==> src/rtl/core/assert_macros.svh <==
// Assertion helper macros for the WS2812 pulse encoder RTL.
// Included by files that carry concurrent checks; empty when SYNTHESIS is set.
`ifndef ASSERT_MACROS_SVH
`define ASSERT_MACROS_SVH
`ifndef SYNTHESIS
// Property must hold on every clock edge outside reset.
`define ASSERT_CLK(lbl, clk, rst_n, prop) \
    lbl: assert property (@(posedge clk) disable iff (!rst_n) (prop)) \
        else $error("assertion failed");
// Expression must never be true outside reset.
`define ASSERT_NEVER(lbl, clk, rst_n, expr) \
    lbl: assert property (@(posedge clk) disable iff (!rst_n) !(expr)) \
        else $error("forbidden condition seen");
`else
`define ASSERT_CLK(lbl, clk, rst_n, prop)
`define ASSERT_NEVER(lbl, clk, rst_n, expr)
`endif
`endif

==> src/rtl/core/wsppe_pkg.sv <==
// Shared types, constants and helpers of the WS2812 pixel pulse encoder.
// No dependencies; compiled first.
package wsppe_pkg;

    // Pixel framing
    localparam int BITS_PER_PIXEL    = 24;
    localparam int WORD_IDX_W        = $clog2(BITS_PER_PIXEL + 1);
    localparam int RESET_PERIODS_DEF = 50;

    // Register reset values and brightness limits
    localparam logic [15:0] BIT_PERIOD_RST = 16'd300;
    localparam logic [7:0]  LED_COUNT_RST  = 8'd7;
    localparam logic [8:0]  BRIGHT_FULL    = 9'd256;
    localparam logic [8:0]  BRIGHT_MIN     = 9'd26;

    // Config port layout
    localparam int CFG_IDX_W  = 2;
    localparam int CFG_DATA_W = 16;

    typedef enum logic [CFG_IDX_W-1:0] {
        REG_BIT_PERIOD = 2'd0,
        REG_LED_COUNT  = 2'd1,
        REG_BRIGHTNESS = 2'd2
    } reg_index_t;

    // High-time math: floor(p*16/25) = (p*TICK_RECIP) >> 21,
    // floor(p*8/25) = (p*TICK_RECIP) >> 22, exact for 16-bit p.
    localparam int          TICK_RECIP_W = 21;
    localparam logic [TICK_RECIP_W-1:0] TICK_RECIP = 21'd1342178;
    localparam int          TICK_PROD_W  = 16 + TICK_RECIP_W;
    localparam int          ONE_SHIFT    = 21;
    localparam int          ZERO_SHIFT   = 22;

    // Settings seen by the pulse emitter
    typedef struct packed {
        logic [15:0] ticks_one;
        logic [15:0] ticks_zero;
        logic [7:0]  led_count;
        logic [8:0]  brightness;
    } cfg_t;

    // Brightness scaling in Q1.8, truncated
    function automatic logic [7:0] scale_colour(input logic [7:0] c, input logic [8:0] b);
        logic [16:0] p;
        p = 17'(c) * 17'(b);
        return p[15:8];
    endfunction

endpackage

==> src/rtl/core/wsppe_if.sv <==
// Channel interfaces of the WS2812 pixel pulse encoder: pixel in, pulse out, config.
// Depends on wsppe_pkg.
interface wsppe_pixel_if;
    logic       valid;
    logic       ready;
    logic [7:0] red;
    logic [7:0] green;
    logic [7:0] blue;

    modport source (output valid, output red, output green, output blue, input ready);
    modport sink   (input valid, input red, input green, input blue, output ready);
endinterface

interface wsppe_pulse_if;
    logic        valid;
    logic        ready;
    logic        is_reset_gap;
    logic [15:0] high_ticks;
    logic [5:0]  repeat_periods;
    logic        run_last;

    modport source (output valid, output is_reset_gap, output high_ticks,
                    output repeat_periods, output run_last, input ready);
    modport sink   (input valid, input is_reset_gap, input high_ticks,
                    input repeat_periods, input run_last, output ready);
endinterface

interface wsppe_cfg_if;
    import wsppe_pkg::*;
    logic                  valid;
    logic                  ready;
    logic [CFG_IDX_W-1:0]  reg_index;
    logic [CFG_DATA_W-1:0] wdata;

    modport source (output valid, output reg_index, output wdata, input ready);
    modport sink   (input valid, input reg_index, input wdata, output ready);
endinterface

==> src/rtl/core/wsppe_cfg_regs.sv <==
// Configuration registers and derived high times of the WS2812 pulse encoder.
// Depends on wsppe_pkg and wsppe_if.
module wsppe_cfg_regs (
    input  logic              clk,
    input  logic              rst_n,
    wsppe_cfg_if.sink         cfg,
    output wsppe_pkg::cfg_t   cfg_val
);
    import wsppe_pkg::*;

    logic [15:0]            period_reg;
    logic [7:0]             count_reg;
    logic [8:0]             bright_reg;
    logic [TICK_PROD_W-1:0] tick_prod_reg;
    logic [8:0]             bright_wr;
    logic                   wr;

    assign cfg.ready = 1'b1;
    assign wr        = cfg.valid;
    assign bright_wr = cfg.wdata[8:0];

    // Register file; brightness above full is dropped, under the floor is off
    always_ff @(posedge clk or negedge rst_n)
    begin
        if (!rst_n)
        begin
            period_reg <= BIT_PERIOD_RST;
            count_reg  <= LED_COUNT_RST;
            bright_reg <= BRIGHT_FULL;
        end
        else if (wr)
        begin
            unique case (cfg.reg_index)
                REG_BIT_PERIOD: period_reg <= cfg.wdata;
                REG_LED_COUNT:  count_reg  <= cfg.wdata[7:0];
                REG_BRIGHTNESS:
                begin
                    if (bright_wr <= BRIGHT_FULL)
                    begin
                        bright_reg <= (bright_wr < BRIGHT_MIN) ? 9'd0 : bright_wr;
                    end
                end
                default: ;
            endcase
        end
    end

    // Reciprocal product for the one and zero high times
    always_ff @(posedge clk)
    begin
        tick_prod_reg <= TICK_PROD_W'(period_reg) * TICK_PROD_W'(TICK_RECIP);
    end

    assign cfg_val.ticks_one  = tick_prod_reg[ONE_SHIFT+15:ONE_SHIFT];
    assign cfg_val.ticks_zero = 16'(tick_prod_reg[TICK_PROD_W-1:ZERO_SHIFT]);
    assign cfg_val.led_count  = count_reg;
    assign cfg_val.brightness = bright_reg;

endmodule

==> src/rtl/core/wsppe_emitter.sv <==
// Pixel input stage and serial pulse word emitter of the WS2812 encoder.
// Depends on wsppe_pkg, wsppe_if and assert_macros.svh.
`include "assert_macros.svh"
module wsppe_emitter #(
    parameter int RESET_PERIODS = wsppe_pkg::RESET_PERIODS_DEF
) (
    input  logic              clk,
    input  logic              rst_n,
    input  wsppe_pkg::cfg_t   cfg_val,
    wsppe_pixel_if.sink       pix,
    wsppe_pulse_if.source     pulse
);
    import wsppe_pkg::*;

    logic                      in_valid_reg;
    logic [7:0]                red_reg;
    logic [7:0]                green_reg;
    logic [7:0]                blue_reg;
    logic                      busy_reg;
    logic [BITS_PER_PIXEL-1:0] bits_reg;
    logic [WORD_IDX_W-1:0]     word_idx_reg;
    logic                      gap_reg;
    logic [7:0]                pos_reg;

    logic                      take;
    logic                      word_is_gap;
    logic                      last_word;
    logic                      load;
    logic [7:0]                pos_next;
    logic                      gap_next;

    // Handshake and word position decode
    assign take        = busy_reg & pulse.ready;
    assign word_is_gap = (word_idx_reg == WORD_IDX_W'(BITS_PER_PIXEL));
    assign last_word   = word_is_gap ||
                         ((word_idx_reg == WORD_IDX_W'(BITS_PER_PIXEL - 1)) && !gap_reg);
    assign load        = in_valid_reg && (!busy_reg || (take && last_word));
    assign pix.ready   = !in_valid_reg || load;

    // Frame position: gap when the count wraps or reaches led_count
    assign pos_next = pos_reg + 8'd1;
    assign gap_next = (pos_next == 8'd0) || (pos_next >= cfg_val.led_count);

    // Input stage
    always_ff @(posedge clk or negedge rst_n)
    begin
        if (!rst_n)
        begin
            in_valid_reg <= 1'b0;
        end
        else if (pix.ready)
        begin
            in_valid_reg <= pix.valid;
        end
    end

    always_ff @(posedge clk)
    begin
        if (pix.valid && pix.ready)
        begin
            red_reg   <= pix.red;
            green_reg <= pix.green;
            blue_reg  <= pix.blue;
        end
    end

    // Emitter control
    always_ff @(posedge clk or negedge rst_n)
    begin
        if (!rst_n)
        begin
            busy_reg     <= 1'b0;
            word_idx_reg <= '0;
            gap_reg      <= 1'b0;
            pos_reg      <= '0;
        end
        else if (load)
        begin
            busy_reg     <= 1'b1;
            word_idx_reg <= '0;
            gap_reg      <= gap_next;
            pos_reg      <= gap_next ? 8'd0 : pos_next;
        end
        else if (take)
        begin
            if (last_word)
            begin
                busy_reg <= 1'b0;
            end
            else
            begin
                word_idx_reg <= word_idx_reg + WORD_IDX_W'(1);
            end
        end
    end

    // Scaled colour bits, green red blue, MSB first
    always_ff @(posedge clk)
    begin
        if (load)
        begin
            bits_reg <= {scale_colour(green_reg, cfg_val.brightness),
                         scale_colour(red_reg,   cfg_val.brightness),
                         scale_colour(blue_reg,  cfg_val.brightness)};
        end
        else if (take)
        begin
            bits_reg <= bits_reg << 1;
        end
    end

    // Output word
    assign pulse.valid          = busy_reg;
    assign pulse.is_reset_gap   = word_is_gap;
    assign pulse.high_ticks     = word_is_gap ? 16'd0 :
                                  (bits_reg[BITS_PER_PIXEL-1] ? cfg_val.ticks_one
                                                              : cfg_val.ticks_zero);
    assign pulse.repeat_periods = word_is_gap ? 6'(RESET_PERIODS) : 6'd1;
    assign pulse.run_last       = last_word;

    // Checks
    `ASSERT_CLK(a_idx_range, clk, rst_n, busy_reg |-> (word_idx_reg <= WORD_IDX_W'(BITS_PER_PIXEL)))
    `ASSERT_CLK(a_gap_word_only_on_gap, clk, rst_n, (busy_reg && word_is_gap) |-> gap_reg)
    `ASSERT_CLK(a_idle_after_last, clk, rst_n, (take && last_word && !load) |=> !busy_reg)
    `ASSERT_CLK(a_pixel_held, clk, rst_n, (in_valid_reg && !load) |=> (in_valid_reg && $stable(red_reg)))

endmodule

==> src/rtl/core/ws2812_pixel_pulse_encoder.sv <==
// WS2812 pixel pulse encoder, top level.
// Depends on wsppe_pkg, wsppe_if, wsppe_cfg_regs and wsppe_emitter.
//
// pix (sink): one RGB pixel word per handshake, in strip order.
// pulse (source): PWM words, 24 per pixel (green, red, blue, MSB first), each
//   with the high time for its bit; after led_count pixels a 25th reset-gap
//   word follows. run_last marks the final word of each pixel.
// cfg (sink): register writes, always ready; index 0 bit period, 1 led count,
//   2 brightness. Write only while the block is idle.
// With the emitter idle, a taken pixel passes through the input register into
//   the emitter's shift register, and its first word goes valid once loaded.
// Throughput: one word per cycle while pulse.ready is high, set by the single
//   serial word emitter. One further pixel waits in the input register while
//   the current one is emitted, so pixels flow back to back.
// Stall: while pulse.ready is low the current word holds; once the input
//   register is full and the emitter cannot load it, pix.ready drops.
// Reset: channels empty, pixel count cleared, registers at 300 / 7 / 256.
module ws2812_pixel_pulse_encoder #(
    parameter int RESET_PERIODS = wsppe_pkg::RESET_PERIODS_DEF
) (
    input  logic          clk,
    input  logic          rst_n,
    wsppe_pixel_if.sink   pix,
    wsppe_pulse_if.source pulse,
    wsppe_cfg_if.sink     cfg
);
    import wsppe_pkg::*;

    cfg_t cfg_val;

    // Register file and high-time math
    wsppe_cfg_regs u_cfg_regs (
        .clk     (clk),
        .rst_n   (rst_n),
        .cfg     (cfg),
        .cfg_val (cfg_val)
    );

    // Pixel stage and word emitter
    wsppe_emitter #(
        .RESET_PERIODS (RESET_PERIODS)
    ) u_emitter (
        .clk     (clk),
        .rst_n   (rst_n),
        .cfg_val (cfg_val),
        .pix     (pix),
        .pulse   (pulse)
    );

endmodule
==> src/flat_wrapper.sv <==
// flat-port wrapper written by rule: the top's interface ports become plain ports
module ws2812_pixel_pulse_encoder_flat import wsppe_pkg::*;
#(
    parameter int RESET_PERIODS = wsppe_pkg::RESET_PERIODS_DEF
)
  (clk, rst_n, pix_valid, pix_red, pix_green, pix_blue, pix_ready, pulse_valid, pulse_is_reset_gap, pulse_high_ticks, pulse_repeat_periods, pulse_run_last, pulse_ready, cfg_valid, cfg_reg_index, cfg_wdata, cfg_ready);
  wsppe_pixel_if pix_i ();
  wsppe_pulse_if pulse_i ();
  wsppe_cfg_if cfg_i ();
  input  logic clk;
  input  logic rst_n;
  input wire logic [$bits(pix_i.valid)-1:0] pix_valid;
  input wire logic [$bits(pix_i.red)-1:0] pix_red;
  input wire logic [$bits(pix_i.green)-1:0] pix_green;
  input wire logic [$bits(pix_i.blue)-1:0] pix_blue;
  output wire logic [$bits(pix_i.ready)-1:0] pix_ready;
  output wire logic [$bits(pulse_i.valid)-1:0] pulse_valid;
  output wire logic [$bits(pulse_i.is_reset_gap)-1:0] pulse_is_reset_gap;
  output wire logic [$bits(pulse_i.high_ticks)-1:0] pulse_high_ticks;
  output wire logic [$bits(pulse_i.repeat_periods)-1:0] pulse_repeat_periods;
  output wire logic [$bits(pulse_i.run_last)-1:0] pulse_run_last;
  input wire logic [$bits(pulse_i.ready)-1:0] pulse_ready;
  input wire logic [$bits(cfg_i.valid)-1:0] cfg_valid;
  input wire logic [$bits(cfg_i.reg_index)-1:0] cfg_reg_index;
  input wire logic [$bits(cfg_i.wdata)-1:0] cfg_wdata;
  output wire logic [$bits(cfg_i.ready)-1:0] cfg_ready;
  assign pix_i.valid = pix_valid;
  assign pix_i.red = pix_red;
  assign pix_i.green = pix_green;
  assign pix_i.blue = pix_blue;
  assign pix_ready = pix_i.ready;
  assign pulse_valid = pulse_i.valid;
  assign pulse_is_reset_gap = pulse_i.is_reset_gap;
  assign pulse_high_ticks = pulse_i.high_ticks;
  assign pulse_repeat_periods = pulse_i.repeat_periods;
  assign pulse_run_last = pulse_i.run_last;
  assign pulse_i.ready = pulse_ready;
  assign cfg_i.valid = cfg_valid;
  assign cfg_i.reg_index = cfg_reg_index;
  assign cfg_i.wdata = cfg_wdata;
  assign cfg_ready = cfg_i.ready;
  ws2812_pixel_pulse_encoder #(.RESET_PERIODS(RESET_PERIODS)) u_core (.clk(clk), .rst_n(rst_n), .pix(pix_i), .pulse(pulse_i), .cfg(cfg_i));
endmodule
==> config.mk <==
export PLATFORM = sky130hd
export DESIGN_NAME = ws2812_pixel_pulse_encoder_flat
export DESIGN_NICKNAME = d
export VERILOG_FILES = /design/src/rtl/core/wsppe_pkg.sv /design/src/rtl/core/wsppe_if.sv /design/src/rtl/core/wsppe_cfg_regs.sv /design/src/rtl/core/wsppe_emitter.sv /design/src/rtl/core/ws2812_pixel_pulse_encoder.sv /design/src/flat_wrapper.sv
export VERILOG_INCLUDE_DIRS = /design/src /design/src/rtl/core
export SDC_FILE = /design/constraint.sdc
export NUM_CORES = 1
export LEC_CHECK = 0
export BUFFER_PORTS_ARGS = -buffer_cell sky130_fd_sc_hd__buf_4
export CAP_MARGIN = 15
export CORE_MARGIN = 5
export CORE_UTILIZATION = 26
export DETAILED_ROUTE_END_ITERATION = 6
export SYNTH_ARGS = -nofsm -noshare
export SYNTH_HDL_FRONTEND = slang
export SYNTH_SLANG_ARGS = --single-unit
==> constraint.sdc <==
create_clock -name clk -period 6 [get_ports clk]
set_clock_uncertainty 0.2 [all_clocks]
set_input_delay 0.3 -clock clk [delete_from_list [all_inputs] [get_ports clk]]
set_output_delay 0.3 -clock clk [all_outputs]
set_load 0.005 [all_outputs]
== After elaboration in Yosys (flattened, before gate mapping) ==
Index checks and enable logic that the tools add are counted.
Word-level totals
  bits in registers: 133
  output and inout port bits: 27
  word-level logic and storage cells: 61
Operators by class
  muxes and demuxes: 13
  reductions and logical operators: 20
  add/subtract/negate cells: 2
  bitwise logic cells: 1
  order comparisons: 3
  equal/unequal tests: 5
  multipliers: 4
Operator list (count)
  $mul A8 B9 Y16: 3
  $mux W24: 2
  $mul A16 B20 Y36 const B: 1
  $mux W16: 2
  $mux W5: 3
  $eq A5 B5 Y1 const B: 2
  $le A9 B9 Y1 const B: 1
  $lt A9 B5 Y1 const B: 1
  $mux W9: 1
  $add A8 B1 Y8 const B: 1
  $ge A8 B8 Y1: 1
  $logic_not A8 Y1: 1
  $mux W8: 1
  $reduce_and A2 Y1: 4
  $mux W6: 1
  $add A5 B1 Y5 const B: 1
  $logic_and A1 B1 Y1: 4
  $logic_or A1 B1 Y1: 4
  $reduce_bool A2 Y1: 2
  $logic_not A1 Y1: 3
  $mux W1: 3
  $reduce_and A3 Y1: 1
  $eq A2 B1 Y1 const B: 1
  $eq A2 B2 Y1 const B: 1
  3 further kinds: 3

== Logic depth before layout (Yosys ltp) ==
Gate-level depths: netlist (run 1).
  depth after elaboration: 8
  gate-level depth with buffers: 20
  depth with buffers taken out: 20

== Hierarchy ==
Synthesis (run 1) repeated with hierarchy kept, for this count alone.
Second synthesis, totals
  cell total of the unflattened synthesis: 1713
  area, all modules: 16474.6 um^2
Modules (own cells, without submodules)
  wsppe_emitter: area each 9494.1 um^2, instances 1, cells an instance 1021
  wsppe_cfg_regs: area each 6980.4 um^2, instances 1, cells an instance 692

== Worst setup path before layout (run 1) ==
No wires, ideal clock.
  kind: register to register
  start point: register u_core.u_cfg_regs.period_reg[5]
  end point: register u_core.u_cfg_regs.tick_prod_reg[33]
  setup slack: 0.412 ns
  stages on the path, launching flop included: 19
  period minus slack after synthesis: 5.588 ns
  library setup time: 0.143 ns
  arrival time: 5.245 ns
  buffers on the path: 0
  cells stage by stage: dfstp_2 -> fa_1 -> inv_1 -> fa_1 -> inv_1 -> fa_1 -> fa_1 -> fa_1 -> inv_1 -> fa_1 -> inv_1 -> ha_1 -> a21o_1 -> a311oi_1 -> o211ai_1 -> a21oi_1 -> a31oi_2 -> a311oi_1 -> a221oi_1
Between the ends
  cells in the longest elaborated chain, start to end: 1
Ends and longest elaborated chain
  start: declaration: line wsppe_cfg_regs.sv:11  | logic [15:0] period_reg;
  start signal: assignment: line wsppe_cfg_regs.sv:34  | REG_BIT_PERIOD: period_reg <= cfg.wdata;
  $mul A16 B20 Y36: line wsppe_cfg_regs.sv:51  | tick_prod_reg <= TICK_PROD_W'(period_reg) * TICK_PROD_W'(TICK_RECIP);
  end signal: assignment: line wsppe_cfg_regs.sv:51
  end: declaration: line wsppe_cfg_regs.sv:14  | logic [TICK_PROD_W-1:0] tick_prod_reg;
No other way between the ends.
A chain may end at the register's enable or synchronous reset.

== Worst setup path in the final report (run 1) ==
  start point: register u_core.u_cfg_regs.period_reg[4]
  end point: register u_core.u_cfg_regs.tick_prod_reg[33]
The elaborated chain is that of the path after synthesis.

==> impl_metrics.sql, run 1 <==
INSERT INTO impl_metrics (metric_group, metric, value, unit) VALUES
('timing', 'timing.final.max_slew_violations', '0', ''),
('global_route', 'grt_antenna_before_repair', '0', ''),
('synth', 'edff_count_synth', '48', ''),
('setup_path', 'critPathBufInv', '5', ''),
('cts', 'numCtsBuffers', '17', ''),
('cells_and_area', 'largest_reg_flops', '24', ''),
('drt', 'num_vias', '11380', ''),
('cts', 'cts.root.buffer_cell', 'sky130_fd_sc_hd__clkbuf_16', ''),
('drt', 'dr.first_iter.drc_count', '478', ''),
('synth', 'ys.flop_type', 'sky130_fd_sc_hd__edfxtp_1', ''),
('cts', 'clkTransAtPathRegs', '0.07', 'ns'),
('setup_path', 'arrival', '5.87', 'ns'),
('worst_hold_path', 'worstHoldPathType', 'in2reg', ''),
('setup_path', 'cp_top_family', 'adder cells', ''),
('placement', 'placedCellCount', '2441', ''),
('synth', 'post_synth_main_area_contributors', 'sky130_fd_sc_hd__fa_1 (28%), sky130_fd_sc_hd__ha_1 (19%), sky130_fd_sc_hd__edfxtp_1 (9.1%)', ''),
('global_route', 'grt_overflow', '0', ''),
('synth', 'async_flop_share', '43.36', '%'),
('floorplan', 'core-area', '60360', 'µm²'),
('cts', 'latest_clock_arrival_within_the_worst_skew_pair', '0.47', 'ns'),
('timing', 'final-setup-viol-count', '0', ''),
('timing', 'setup-tns-final', '0', 'ns'),
('status', 'outcome', 'completed', ''),
('global_route', 'number_of_global_route_vias_before_repair', '12690', ''),
('timing', 'maxSlewHeadroom', '40.52', '%'),
('setup_path', 'worstReg2RegStart', 'u_core.u_cfg_regs.period_reg[4]', ''),
('synth', 'yosys.cell_types.count', '68', ''),
('global_route', 'grt_pass1_wl', '66360', 'µm'),
('floorplan', 'height_of_the_chip', '256.9', 'µm'),
('synth', 'ys_seq_elements', '113', ''),
('cells_and_area', 'areaGrowthSynthToFinish', '16.08', '%'),
('timing', 'finalCritPeriodShare', '95.59', '%'),
('synth', 'yosys.cell_count.top_type', 'sky130_fd_sc_hd__inv_1', ''),
('synth', 'synth_area_per_cell', '9.809', 'µm²'),
('floorplan', 'die_w', '256.9', 'µm'),
('worst_hold_path', 'worstHoldPathCells', '3', ''),
('floorplan', 'boundaryPins', '74', ''),
('cells_and_area', 'drive_gt1_share', '9.839', '%'),
('setup_path', 'worst_ep_required_time', '6.13', 'ns'),
('setup_path', 'crit_slowest_cell', 'sky130_fd_sc_hd__fa_1', ''),
('timing', 'rsz0062_at_grt', 'true', ''),
('cells_and_area', 'post_layout_nonfiller_instances', '2520', ''),
('setup_path', 'worst_setup_path_start_kind', 'flop', ''),
('cts', 'clock_tree_from_tritoncts', 'built', ''),
('timing', 'worst-slew-pin-transition', '0.8922', 'ns'),
('setup_path', 'crit_path_max_fanout', '7', ''),
('synth', 'synthTopCellsByCount', 'sky130_fd_sc_hd__inv_1 (314), sky130_fd_sc_hd__ha_1 (247), sky130_fd_sc_hd__fa_1 (218)', ''),
('placement', 'numPortBuffers', '70', ''),
('worst_hold_path', 'worstHoldStart', 'cfg_reg_index[1]', ''),
('setup_path', 'cp.depth', '19', ''),
('drt', 'drt-total-wl', '39390', 'µm'),
('setup_path', 'worstSetupStartpoint', 'u_core.u_cfg_regs.period_reg[4]', ''),
('cts', 'h_tree_levels', '4', ''),
('setup_path', 'worstRegToRegCells', '19', ''),
('setup_path', 'timing.critical_path.mode_cell', 'sky130_fd_sc_hd__fa_1', ''),
('synth', 'postSynthCellCount', '1616', ''),
('cells_and_area', 'nFillCells', '6263', ''),
('placement', 'dp_hpwl', '32150', 'µm'),
('cts', 'clock_sinks', '113', ''),
('cells_and_area', 'nets', '2237', ''),
('drt', 'detail_route.wl_per_cell', '15.63', 'µm'),
('drt', 'drtAntennaViolNets', '0', ''),
('setup_path', 'cells_along_the_critical_path', 'fa_1 > inv_1 > fa_1 > inv_1 > fa_1 > fa_1 > fa_1 > inv_1 > fa_1 > inv_1 > ha_2 > a21o_1 > a311oi_1 > o211ai_1 > a21oi_1 > buf_4 > a31oi_4 > a311oi_2 > a221oi_1', ''),
('synth', 'synth.cell_area', '15850', 'µm²'),
('setup_path', 'worst_path_largest_cell_delay', '0.58', 'ns'),
('setup_path', 'worst_setup_path_end_kind', 'flop', ''),
('job', 'max_cap_violations', '0', ''),
('floorplan', 'start_util', '26.26', '%'),
('synth', 'yosysTopAreaCellShare', '27.53', '%'),
('cells_and_area', 'antenna-diode-count', '0', ''),
('placement', 'place.gp.congestion', '0.8760', '');
==> logic make-up after synthesis <==
| kind of cell | after synthesis | synth area share [%] |
|---|---|---|
| adders and majority gates | 465 | 47.03 |
| and+or+nand+nor | 393 | 12.21 |
| buffers and inverters | 365 | 8.793 |
| AOI/OAI and AO/OA | 188 | 7.601 |
| DFF | 113 | 18.91 |
| xor gates and xnor gates | 55 | 3.039 |
| muxes | 35 | 2.368 |
| other | 2 | 0.04738 |
==> per-layer routing <==
metal	track usage [%]	part of all wire, %	wire (µm)
met4	3.132	1.9	755
met2	23.07	52	20650
met3	2.480	3.0	1192
met5	0	0	0
met1	15.00	43	16800
==> worst register-to-register path: cells and delay by family, from the launching register on <==
family                     cells  cell delay [ns]
adders and majority gates      7             3.30
AOI/OAI and AO/OA              7             1.29
DFF                            1             0.40
buffers and inverters          5             0.40
==> final timing paths <==
kind                                                        to  slack [ns]
min in group asynchronous        u_core.u_emitter.in_valid_reg        0.21
min reg2reg                     u_core.u_cfg_regs.count_reg[6]        0.31
max in group asynchronous      u_core.u_cfg_regs.period_reg[1]        4.88
max                        u_core.u_cfg_regs.tick_prod_reg[33]        0.26
max reg2reg                u_core.u_cfg_regs.tick_prod_reg[33]        0.26
min                            u_core.u_cfg_regs.bright_reg[8]        0.08
==> through the flow <==
step | util [%] | instance area (µm²) | setup slack, ns | hold WS, ns
floorplan | - | 15860 | 0.4115 | -0.1956
global placement | 28.70 | 17320 | 0.2756 | 0.1772
detailed placement | 28.70 | 17320 | 0.1411 | 0.1852
CTS | 30.40 | 18350 | 0.09946 | 0.03392
global route | 30.49 | 18400 | -0.02838 | 0.05554
finish | 30.49 | 18400 | 0.2649 | 0.07866
==> cell usage in the layout, fill, tap and decap left out, drive strengths merged, types with 4 or more instances in the layout <==
master	instances
mux2i	15
o21bai	5
nor3	6
a21o	22
and3	7
and2	105
nand3	16
and4	4
buf	96
a22o	5
nand4	11
xnor2	31
a31oi	6
nor2	33
a221oi	4
dfxtp	16
edfxtp	48
inv	319
dlygate4sd3	44
clkinv	6
ha	247
dfrtp	41
nand4b	4
xor2	24
o31ai	7
clkbuf	18
o21a	9
o21ai	63
nand2b	9
mux2	20
dfstp	8
fa	218
nand2	182
a21oi	39
nor2b	4
a211oi	6
==> final cells by class <==
| type | count | area (µm²) | share of cell area, % |
|---|---|---|---|
| clock inverters | 14 | 155.1 | 0.8432 |
| multi-input cells | 1139 | 11500 | 62.49 |
| repair buffers | 140 | 1161 | 6.310 |
| inverters | 314 | 1179 | 6.406 |
| flip-flops and latches | 113 | 2999 | 16.30 |
| clock buffers | 18 | 429.2 | 2.332 |
| well taps | 782 | 978.4 | 5.318 |
==> what timing repair did <==
item | 4_1_cts | 5_1_grt
buffers inserted | 0 | 3
hold buffers | 44 | 0
resized for setup | 0 | 7
endpoints found under the setup margin | 0 | 6
endpoints found under the hold margin | 100 | 0
Power of run 1 is not shown: default switching activity piles up to over one toggle a cycle in this logic, so the estimate is an artifact.
==> run 2, diff against run 1 <==
--- a/config.mk
+++ b/config.mk
@@ -6,6 +6,7 @@
 export SDC_FILE = /design/constraint.sdc
 export NUM_CORES = 1
 export LEC_CHECK = 0
+export ABC_AREA = 1
 export BUFFER_PORTS_ARGS = -buffer_cell sky130_fd_sc_hd__buf_4
 export CAP_MARGIN = 15
 export CORE_MARGIN = 5
==> impl_metrics.sql, run 2 <==
INSERT INTO impl_metrics (metric_group, metric, value, unit) VALUES
('status', 'outcome', 'completed', ''),
('setup_path', 'timing.reg2reg.setup_slack', '0.60', 'ns'),
('cts', 'cts-root-to-sink-buffers', '2', ''),
('setup_path', 'worst_setup_path_end_kind', 'flop', ''),
('timing', 'setup-tns-final', '0', 'ns'),
('worst_hold_path', 'worstHoldPathType', 'in2reg', ''),
('drt', 'vias_per_cell', '4.313', ''),
('synth', 'ys.warnings.count', '0', ''),
('synth', 'yosys.cell_count.top_type', 'sky130_fd_sc_hd__nand2_1', ''),
('global_route', 'grt_pass1_wl', '72170', 'µm'),
('timing', 'layout_min_cycle_time', '5.398', 'ns'),
('drt', 'num_vias', '14080', ''),
('cells_and_area', 'seq_area', '2998', 'µm²'),
('cts', 'cts_resized', '0', ''),
('drt', 'drtAntennaViolNets', '0', ''),
('cts', 'h_tree_levels', '4', ''),
('timing', 'whs', '0.02405', 'ns'),
('cells_and_area', 'largest_reg_flops', '24', ''),
('setup_path', 'worst_ep_required_time', '6.16', 'ns'),
('floorplan', 'die_w', '270.4', 'µm'),
('floorplan', 'height_of_the_chip', '270.4', 'µm'),
('drt', 'drt-total-wl', '42910', 'µm'),
('placement', 'numPortBuffers', '70', ''),
('synth', 'sequential_area_share_after_synthesis', '17.00', '%'),
('floorplan', 'die-area', '73130', 'µm²'),
('synth', 'post_synth_main_area_contributors', 'sky130_fd_sc_hd__fa_1 (25%), sky130_fd_sc_hd__ha_1 (18%), sky130_fd_sc_hd__nand2_1 (14%)', ''),
('setup_path', 'path_class', 'reg2reg', ''),
('global_route', 'grt_antenna_before_repair', '5', ''),
('cells_and_area', 'nets', '2888', ''),
('synth', 'edff_count_synth', '48', ''),
('drt', 'post-route-drc-count', '0', ''),
('timing', 'worst-slew-pin-transition', '1.038', 'ns'),
('timing', 'rsz0062_at_grt', 'false', ''),
('cts', 'post_cts.repair.setup_buffers', '0', ''),
('cts', 'latest_clock_arrival_within_the_worst_skew_pair', '0.47', 'ns'),
('floorplan', 'start_util', '26.21', '%'),
('setup_path', 'arrival', '5.55', 'ns'),
('cts', 'clock_sinks', '113', ''),
('synth', 'netlist.top_cell.by_area', 'sky130_fd_sc_hd__fa_1', ''),
('synth', 'ys.flop_type', 'sky130_fd_sc_hd__edfxtp_1', ''),
('cts', 'clock_tree_from_tritoncts', 'built', ''),
('synth', 'postSynthCellCount', '2298', ''),
('cells_and_area', 'drive_gt1_share', '6.195', '%'),
('timing', 'final-setup-viol-count', '0', ''),
('synth', 'ys_seq_elements', '113', ''),
('timing', 'timing.final.max_slew_violations', '0', ''),
('cells_and_area', 'layout_common_cells', 'sky130_fd_sc_hd__nand2_1 (659), sky130_fd_sc_hd__inv_1 (552), sky130_fd_sc_hd__ha_1 (247), sky130_fd_sc_hd__fa_1 (218), sky130_fd_sc_hd__nor2_1 (93)', ''),
('cts', 'numCtsBuffers', '17', ''),
('timing', 'maxSlewHeadroom', '30.62', '%'),
('synth', 'synth.cell_area', '17630', 'µm²'),
('setup_path', 'crit_path_max_fanout', '10', ''),
('cells_and_area', 'multi_input_comb_area', '12250', 'µm²'),
('cts', 'cts.root.buffer_cell', 'sky130_fd_sc_hd__clkbuf_16', ''),
('floorplan', 'core-area', '67280', 'µm²'),
('cells_and_area', 'layout.cells.most_common', 'sky130_fd_sc_hd__nand2_1', ''),
('synth', 'yosys.cell_types.count', '45', ''),
('synth', 'synth_area_per_cell', '7.673', 'µm²'),
('setup_path', 'worst_setup_path_start_kind', 'flop', ''),
('placement', 'place.gp.congestion', '0.9048', ''),
('global_route', 'grt_overflow', '0', ''),
('drt', 'dr.first_iter.drc_count', '756', ''),
('cells_and_area', 'areaGrowthSynthToFinish', '13.77', '%'),
('synth', 'async_flop_share', '43.36', '%'),
('timing', 'finalHoldViolations', '0', ''),
('floorplan', 'boundaryPins', '74', ''),
('drt', 'detail_route.wl_per_cell', '13.15', 'µm'),
('cts', 'clkTransAtPathRegs', '0.06', 'ns'),
('synth', 'yosysTopAreaCellShare', '24.75', '%'),
('drt', 'detail_route.first_pass.iterations', '5', ''),
('synth', 'synthTopCellsByCount', 'sky130_fd_sc_hd__nand2_1 (659), sky130_fd_sc_hd__inv_1 (552), sky130_fd_sc_hd__ha_1 (247)', ''),
('timing', 'finalCritPeriodShare', '89.96', '%'),
('floorplan', 'placement_rows', '95', ''),
('global_route', 'number_of_global_route_vias_before_repair', '14180', ''),
('global_route', 'grt_max_degree', '50', ''),
('timing', 'fmaxAchievable', '185.3', 'MHz'),
('global_route', 'gr-usage-all-layers', '12.10', '%'),
('cells_and_area', 'nFillCells', '7249', ''),
('job', 'max_cap_violations', '0', ''),
('placement', 'dp_hpwl', '35630', 'µm');
run 2: cell count changes after synthesis, sizes merged, moves of 10 or more:
cell	previous run	this run
nand2	182	661
inv	314	555
and2	105	3
nand3	16	84
nor2	33	95
a21oi	39	93
xnor2	31	5
a21o	22	2
mux2	20	4
mux2i	15	0
buf	8	21
xor2	24	12
o21ai	63	73
run 2: worst max-delay path, stage by stage, from the launching register on:
cell and delay (ns):
sky130_fd_sc_hd__dfstp_2 0.67, sky130_fd_sc_hd__fa_1 0.48, sky130_fd_sc_hd__inv_1 0.11, sky130_fd_sc_hd__fa_1 0.42, sky130_fd_sc_hd__inv_1 0.09, sky130_fd_sc_hd__fa_1 0.44
sky130_fd_sc_hd__fa_1 0.50, sky130_fd_sc_hd__fa_1 0.50, sky130_fd_sc_hd__inv_1 0.05, sky130_fd_sc_hd__fa_1 0.47, sky130_fd_sc_hd__inv_1 0.04, sky130_fd_sc_hd__ha_1 0.30
sky130_fd_sc_hd__nand2_1 0.09, sky130_fd_sc_hd__nor2_1 0.25, sky130_fd_sc_hd__nand2_1 0.09, sky130_fd_sc_hd__a21oi_1 0.14, sky130_fd_sc_hd__nand2_1 0.09, sky130_fd_sc_hd__nand2_1 0.14
sky130_fd_sc_hd__nand2_1 0.09, sky130_fd_sc_hd__nand3_1 0.09, sky130_fd_sc_hd__nand2_1 0.05
run 2: through the flow:
| step | cells | area (µm²) | setup slack (ns) | utilization [%] |
|---|---|---|---|---|
| 3_5_place_dp | 3190 | 19080 | 0.6421 | 28.37 |
| 5_1_grt | 3263 | 20060 | 0.3239 | 29.81 |
| 6_report | 3264 | 20060 | 0.6022 | 29.82 |
| 4_1_cts | 3262 | 20060 | 0.6318 | 29.81 |
| 2_1_floorplan | 2299 | 17640 | 1.031 | - |
| 3_3_place_gp | 3190 | 19080 | 0.7545 | 28.37 |
run 2: final cells by class:
type                            count  area share [%]
Sequential cell                   113           14.94
Clock inverter                     12          0.4615
Antenna cell                        2         0.02495
Multi-Input combinational cell   1560           61.05
Inverter                          556           10.40
Timing Repair Buffer              128           5.289
Tap cell                          873           5.445
Clock buffer                       20           2.383
run 2: metal layers:
metal / wire length, µm / track usage [%]
met3: 1512 / 1.937
met5: 33 / 0
met2: 20410 / 20.35
met1: 20210 / 16.20
met4: 743 / 3.343
run 2: kinds of logic (layout without fill, tap and decap cells):
kind of cell / Yosys count / in the layout / share of synthesized area, %
simple gates: 882 / 882 / 20.19
mux: 4 / 4 / 0.2554
compound gates: 189 / 189 / 5.783
flops: 113 / 113 / 17.00
xor+xnor: 17 / 17 / 0.8444
other cells: 2 / 5 / 0.04259
fa+ha+maj: 465 / 465 / 42.28
buf+inv: 626 / 716 / 13.60
run 2: timing repair:
action                     CTS  global route
setup endpoints to repair    0             0
hold buffers                40             0
hold endpoints to repair    92             0
run 2: final timing paths:
kind                                            startpoint                                  end  cells past startpoint
hold / removal                                cfg_wdata[7]      u_core.u_cfg_regs.period_reg[7]                      3
max in group asynchronous                            rst_n       u_core.u_cfg_regs.count_reg[3]                      2
setup / recovery           u_core.u_cfg_regs.period_reg[5]  u_core.u_cfg_regs.tick_prod_reg[36]                     20
hold reg to reg             u_core.u_cfg_regs.count_reg[4]       u_core.u_cfg_regs.count_reg[4]                      2
min in group asynchronous                            rst_n     u_core.u_cfg_regs.period_reg[10]                      2
setup reg to reg           u_core.u_cfg_regs.period_reg[5]  u_core.u_cfg_regs.tick_prod_reg[36]                     20
Power of run 2 is left out for the same reason.
==> run 3, diff against run 2 <==
--- a/config.mk
+++ b/config.mk
@@ -14,4 +14,5 @@
 export DETAILED_ROUTE_END_ITERATION = 6
 export SYNTH_ARGS = -nofsm -noshare
 export SYNTH_HDL_FRONTEND = slang
+export SYNTH_HIERARCHICAL = 1
 export SYNTH_SLANG_ARGS = --single-unit
==> impl_metrics.sql, run 3 <==
INSERT INTO impl_metrics (metric_group, metric, value, unit) VALUES
('status', 'outcome', 'completed', ''),
('timing', 'finalCritPeriodShare', '90.47', '%'),
('setup_path', 'crit_slowest_cell', 'sky130_fd_sc_hd__fa_1', ''),
('drt', 'detailroute.wirelength.met2', '19550', 'µm'),
('setup_path', 'worstReg2RegStart', 'u_core/u_cfg_regs/period_reg[4]', ''),
('setup_path', 'path_class', 'reg2reg', ''),
('synth', 'ys_seq_elements', '113', ''),
('timing', 'fmaxAchievable', '184.2', 'MHz'),
('cells_and_area', 'multi_input_comb_area', '12190', 'µm²'),
('synth', 'sequential_area_share_after_synthesis', '16.51', '%'),
('drt', 'detail_route.first_pass.iterations', '5', ''),
('synth', 'yosys.cell_count.top_type', 'sky130_fd_sc_hd__nand2_1', ''),
('setup_path', 'worst_path_largest_cell_delay', '0.61', 'ns'),
('global_route', 'grt_pass1_wl', '72960', 'µm'),
('floorplan', 'height_of_the_chip', '274.3', 'µm'),
('setup_path', 'worst_setup_path_end_kind', 'flop', ''),
('synth', 'post_synth_main_area_contributors', 'sky130_fd_sc_hd__fa_1 (24%), sky130_fd_sc_hd__ha_1 (17%), sky130_fd_sc_hd__nand2_1 (14%)', ''),
('floorplan', 'die-area', '75230', 'µm²'),
('synth', 'ys.flop_type', 'sky130_fd_sc_hd__edfxtp_1', ''),
('setup_path', 'timing.reg2reg.setup_slack', '0.57', 'ns'),
('synth', 'edff_count_synth', '48', ''),
('drt', 'drtAntennaViolNets', '0', ''),
('placement', 'place.gp.congestion', '0.9397', ''),
('drt', 'topmost_layer_with_routed_signal_wires', 'met4', ''),
('cts', 'hold_buffers', '42', ''),
('cells_and_area', 'areaGrowthSynthToFinish', '12.82', '%'),
('setup_path', 'crit_path_max_fanout', '8', ''),
('worst_hold_path', 'worstHoldPathType', 'in2reg', ''),
('synth', 'postSynthCellCount', '2426', ''),
('floorplan', 'boundaryPins', '74', ''),
('cells_and_area', 'drive_gt1_share', '6.085', '%'),
('drt', 'detail_route.wl_per_cell', '12.67', 'µm'),
('timing', 'finalHoldViolations', '0', ''),
('cells_and_area', 'nFillCells', '7523', ''),
('setup_path', 'worstReg2RegEnd', 'u_core/u_cfg_regs/tick_prod_reg[31]', ''),
('cts', 'clkTransAtPathRegs', '0.06', 'ns'),
('synth', 'yosysTopAreaCellShare', '24.03', '%'),
('setup_path', 'cp.depth', '21', ''),
('cells_and_area', 'nets', '2997', ''),
('synth', 'async_flop_share', '43.36', '%'),
('synth', 'netlist.top_cell.by_area', 'sky130_fd_sc_hd__fa_1', ''),
('drt', 'vias_per_cell', '4.194', ''),
('global_route', 'number_of_global_route_vias_before_repair', '14540', ''),
('synth', 'ys.warnings.count', '6', ''),
('cts', 'numCtsBuffers', '17', ''),
('setup_path', 'crit_end', 'u_core/u_cfg_regs/tick_prod_reg[31]', ''),
('floorplan', 'placement_rows', '96', ''),
('floorplan', 'core-area', '68950', 'µm²'),
('drt', 'dr.first_iter.drc_count', '793', ''),
('timing', 'worst-slew-pin-transition', '1.119', 'ns'),
('setup_path', 'worst_setup_path_start_kind', 'flop', ''),
('synth', 'yosys.cell_types.count', '44', ''),
('floorplan', 'die_w', '274.3', 'µm'),
('job', 'max_cap_violations', '0', ''),
('cells_and_area', 'seq_area', '2998', 'µm²'),
('global_route', 'grt_overflow', '0', ''),
('timing', 'timing.final.max_slew_violations', '0', ''),
('timing', 'maxSlewHeadroom', '25.39', '%'),
('setup_path', 'critPathBufInv', '5', ''),
('setup_path', 'arrival', '5.60', 'ns'),
('floorplan', 'start_util', '26.34', '%'),
('cts', 'h_tree_levels', '4', ''),
('cells_and_area', 'layout_common_cells', 'sky130_fd_sc_hd__nand2_1 (674), sky130_fd_sc_hd__inv_1 (670), sky130_fd_sc_hd__ha_1 (247), sky130_fd_sc_hd__fa_1 (218), sky130_fd_sc_hd__nor2_1 (89)', ''),
('setup_path', 'worstRegToRegCells', '21', ''),
('drt', 'num_vias', '14390', ''),
('synth', 'synthTopCellsByCount', 'sky130_fd_sc_hd__nand2_1 (674), sky130_fd_sc_hd__inv_1 (670), sky130_fd_sc_hd__ha_1 (247)', ''),
('cells_and_area', 'layout.cells.most_common', 'sky130_fd_sc_hd__nand2_1', ''),
('setup_path', 'cp_top_family', 'adder cells', ''),
('synth', 'synth_area_per_cell', '7.485', 'µm²'),
('cells_and_area', 'largest_reg_flops', '24', ''),
('drt', 'post-route-drc-count', '0', ''),
('cts', 'clock_tree_from_tritoncts', 'built', ''),
('cts', 'latest_clock_arrival_within_the_worst_skew_pair', '0.48', 'ns'),
('global_route', 'grt_max_degree', '50', ''),
('timing', 'whs', '0.08583', 'ns'),
('drt', 'routed_length_on_met3', '2165', 'µm'),
('timing', 'layout_min_cycle_time', '5.428', 'ns'),
('setup_path', 'cells_along_the_critical_path', 'fa_1 > inv_1 > fa_1 > inv_1 > fa_1 > fa_1 > fa_1 > inv_1 > fa_1 > inv_1 > ha_1 > nand2_1 > inv_1 > nand2_1 > nand2_1 > a21oi_1 > nor2_1 > nor2_1 > nand2_1 > nand2_1 > nand2_1', ''),
('global_route', 'grt_antenna_before_repair', '2', ''),
('placement', 'dp_hpwl', '35710', 'µm'),
('timing', 'final-setup-viol-count', '0', ''),
('drt', 'met1Wirelength', '20650', 'µm'),
('cts', 'clock_sinks', '113', ''),
('placement', 'numPortBuffers', '70', ''),
('cts', 'cts_resized', '0', ''),
('timing', 'rsz0062_at_grt', 'false', ''),
('cts', 'post_cts.repair.setup_buffers', '0', ''),
('cts', 'cts-root-to-sink-buffers', '2', ''),
('cts', 'cts.root.buffer_cell', 'sky130_fd_sc_hd__clkbuf_16', ''),
('global_route', 'gr-usage-all-layers', '12.11', '%'),
('setup_path', 'worst_ep_required_time', '6.17', 'ns'),
('setup_path', 'worstSetupStartpoint', 'u_core/u_cfg_regs/period_reg[4]', ''),
('synth', 'synth.cell_area', '18160', 'µm²'),
('timing', 'setup-tns-final', '0', 'ns'),
('drt', 'drt-total-wl', '43450', 'µm');
[run 3: worst min path at each step]
stage                      startpoint                          endpoint  cells past startpoint
after floorplan                 rst_n   u_core/u_cfg_regs/bright_reg[0]                      0
after global placement          rst_n  u_core/u_emitter/word_idx_reg[4]                      1
after detailed placement        rst_n   u_core/u_cfg_regs/period_reg[9]                      1
after CTS                 pulse_ready      u_core/u_emitter/pulse.valid                      6
after global routing      pulse_ready      u_core/u_emitter/pulse.valid                      6
final                     pulse_ready      u_core/u_emitter/pulse.valid                      6
[run 3: metrics by stage]
step | util, % | std cells | area, µm² | setup slack [ns]
floorplan | - | 2427 | 18160 | 0.9057
global placement | 28.27 | 3355 | 19490 | 0.6194
detailed placement | 28.27 | 3355 | 19490 | 0.5798
CTS | 29.71 | 3429 | 20480 | 0.5598
global route | 29.71 | 3430 | 20490 | 0.2493
finish | 29.71 | 3430 | 20490 | 0.5720
[run 3: cell families (layout without fill, tap and decap cells)]
kind of cell | count (synthesis) | after routing | share of synthesized area, %
AND/OR/NAND/NOR | 896 | 896 | 19.90
buffers and inverters | 761 | 832 | 16.43
adder cells (fa/ha/maj) | 465 | 465 | 41.05
AO/OA/AOI/OAI | 171 | 171 | 5.182
flip-flops | 113 | 113 | 16.51
XOR/XNOR | 14 | 14 | 0.6752
other | 3 | 5 | 0.06201
multiplexers | 3 | 3 | 0.1860
[run 3: tightest hold or removal path: stages]
cell and delay [ns]:
sky130_fd_sc_hd__buf_4 0.08, sky130_fd_sc_hd__nor2_1 0.05, sky130_fd_sc_hd__inv_1 0.11, sky130_fd_sc_hd__nand2_1 0.06, sky130_fd_sc_hd__inv_1 0.06, sky130_fd_sc_hd__nand2_1 0.05
[run 3: final cells by class]
class | count | area share (%)
clock inverters | 14 | 0.6107
diodes | 1 | 0.01221
clock buffers | 18 | 2.199
repair buffers | 120 | 4.910
well taps | 931 | 5.686
multi-input cells | 1553 | 59.48
inverters | 680 | 12.46
flip-flops and latches | 113 | 14.63
[run 3: layer usage]
metal | vias to the layer above | global-route usage (%)
met5 | - | 0
met4 | 0 | 4.168
met3 | 38 | 2.459
met2 | 278 | 19.32
met1 | 6790 | 16.38
li1 | 7279 | -
Power of run 3 is left out for the same reason.
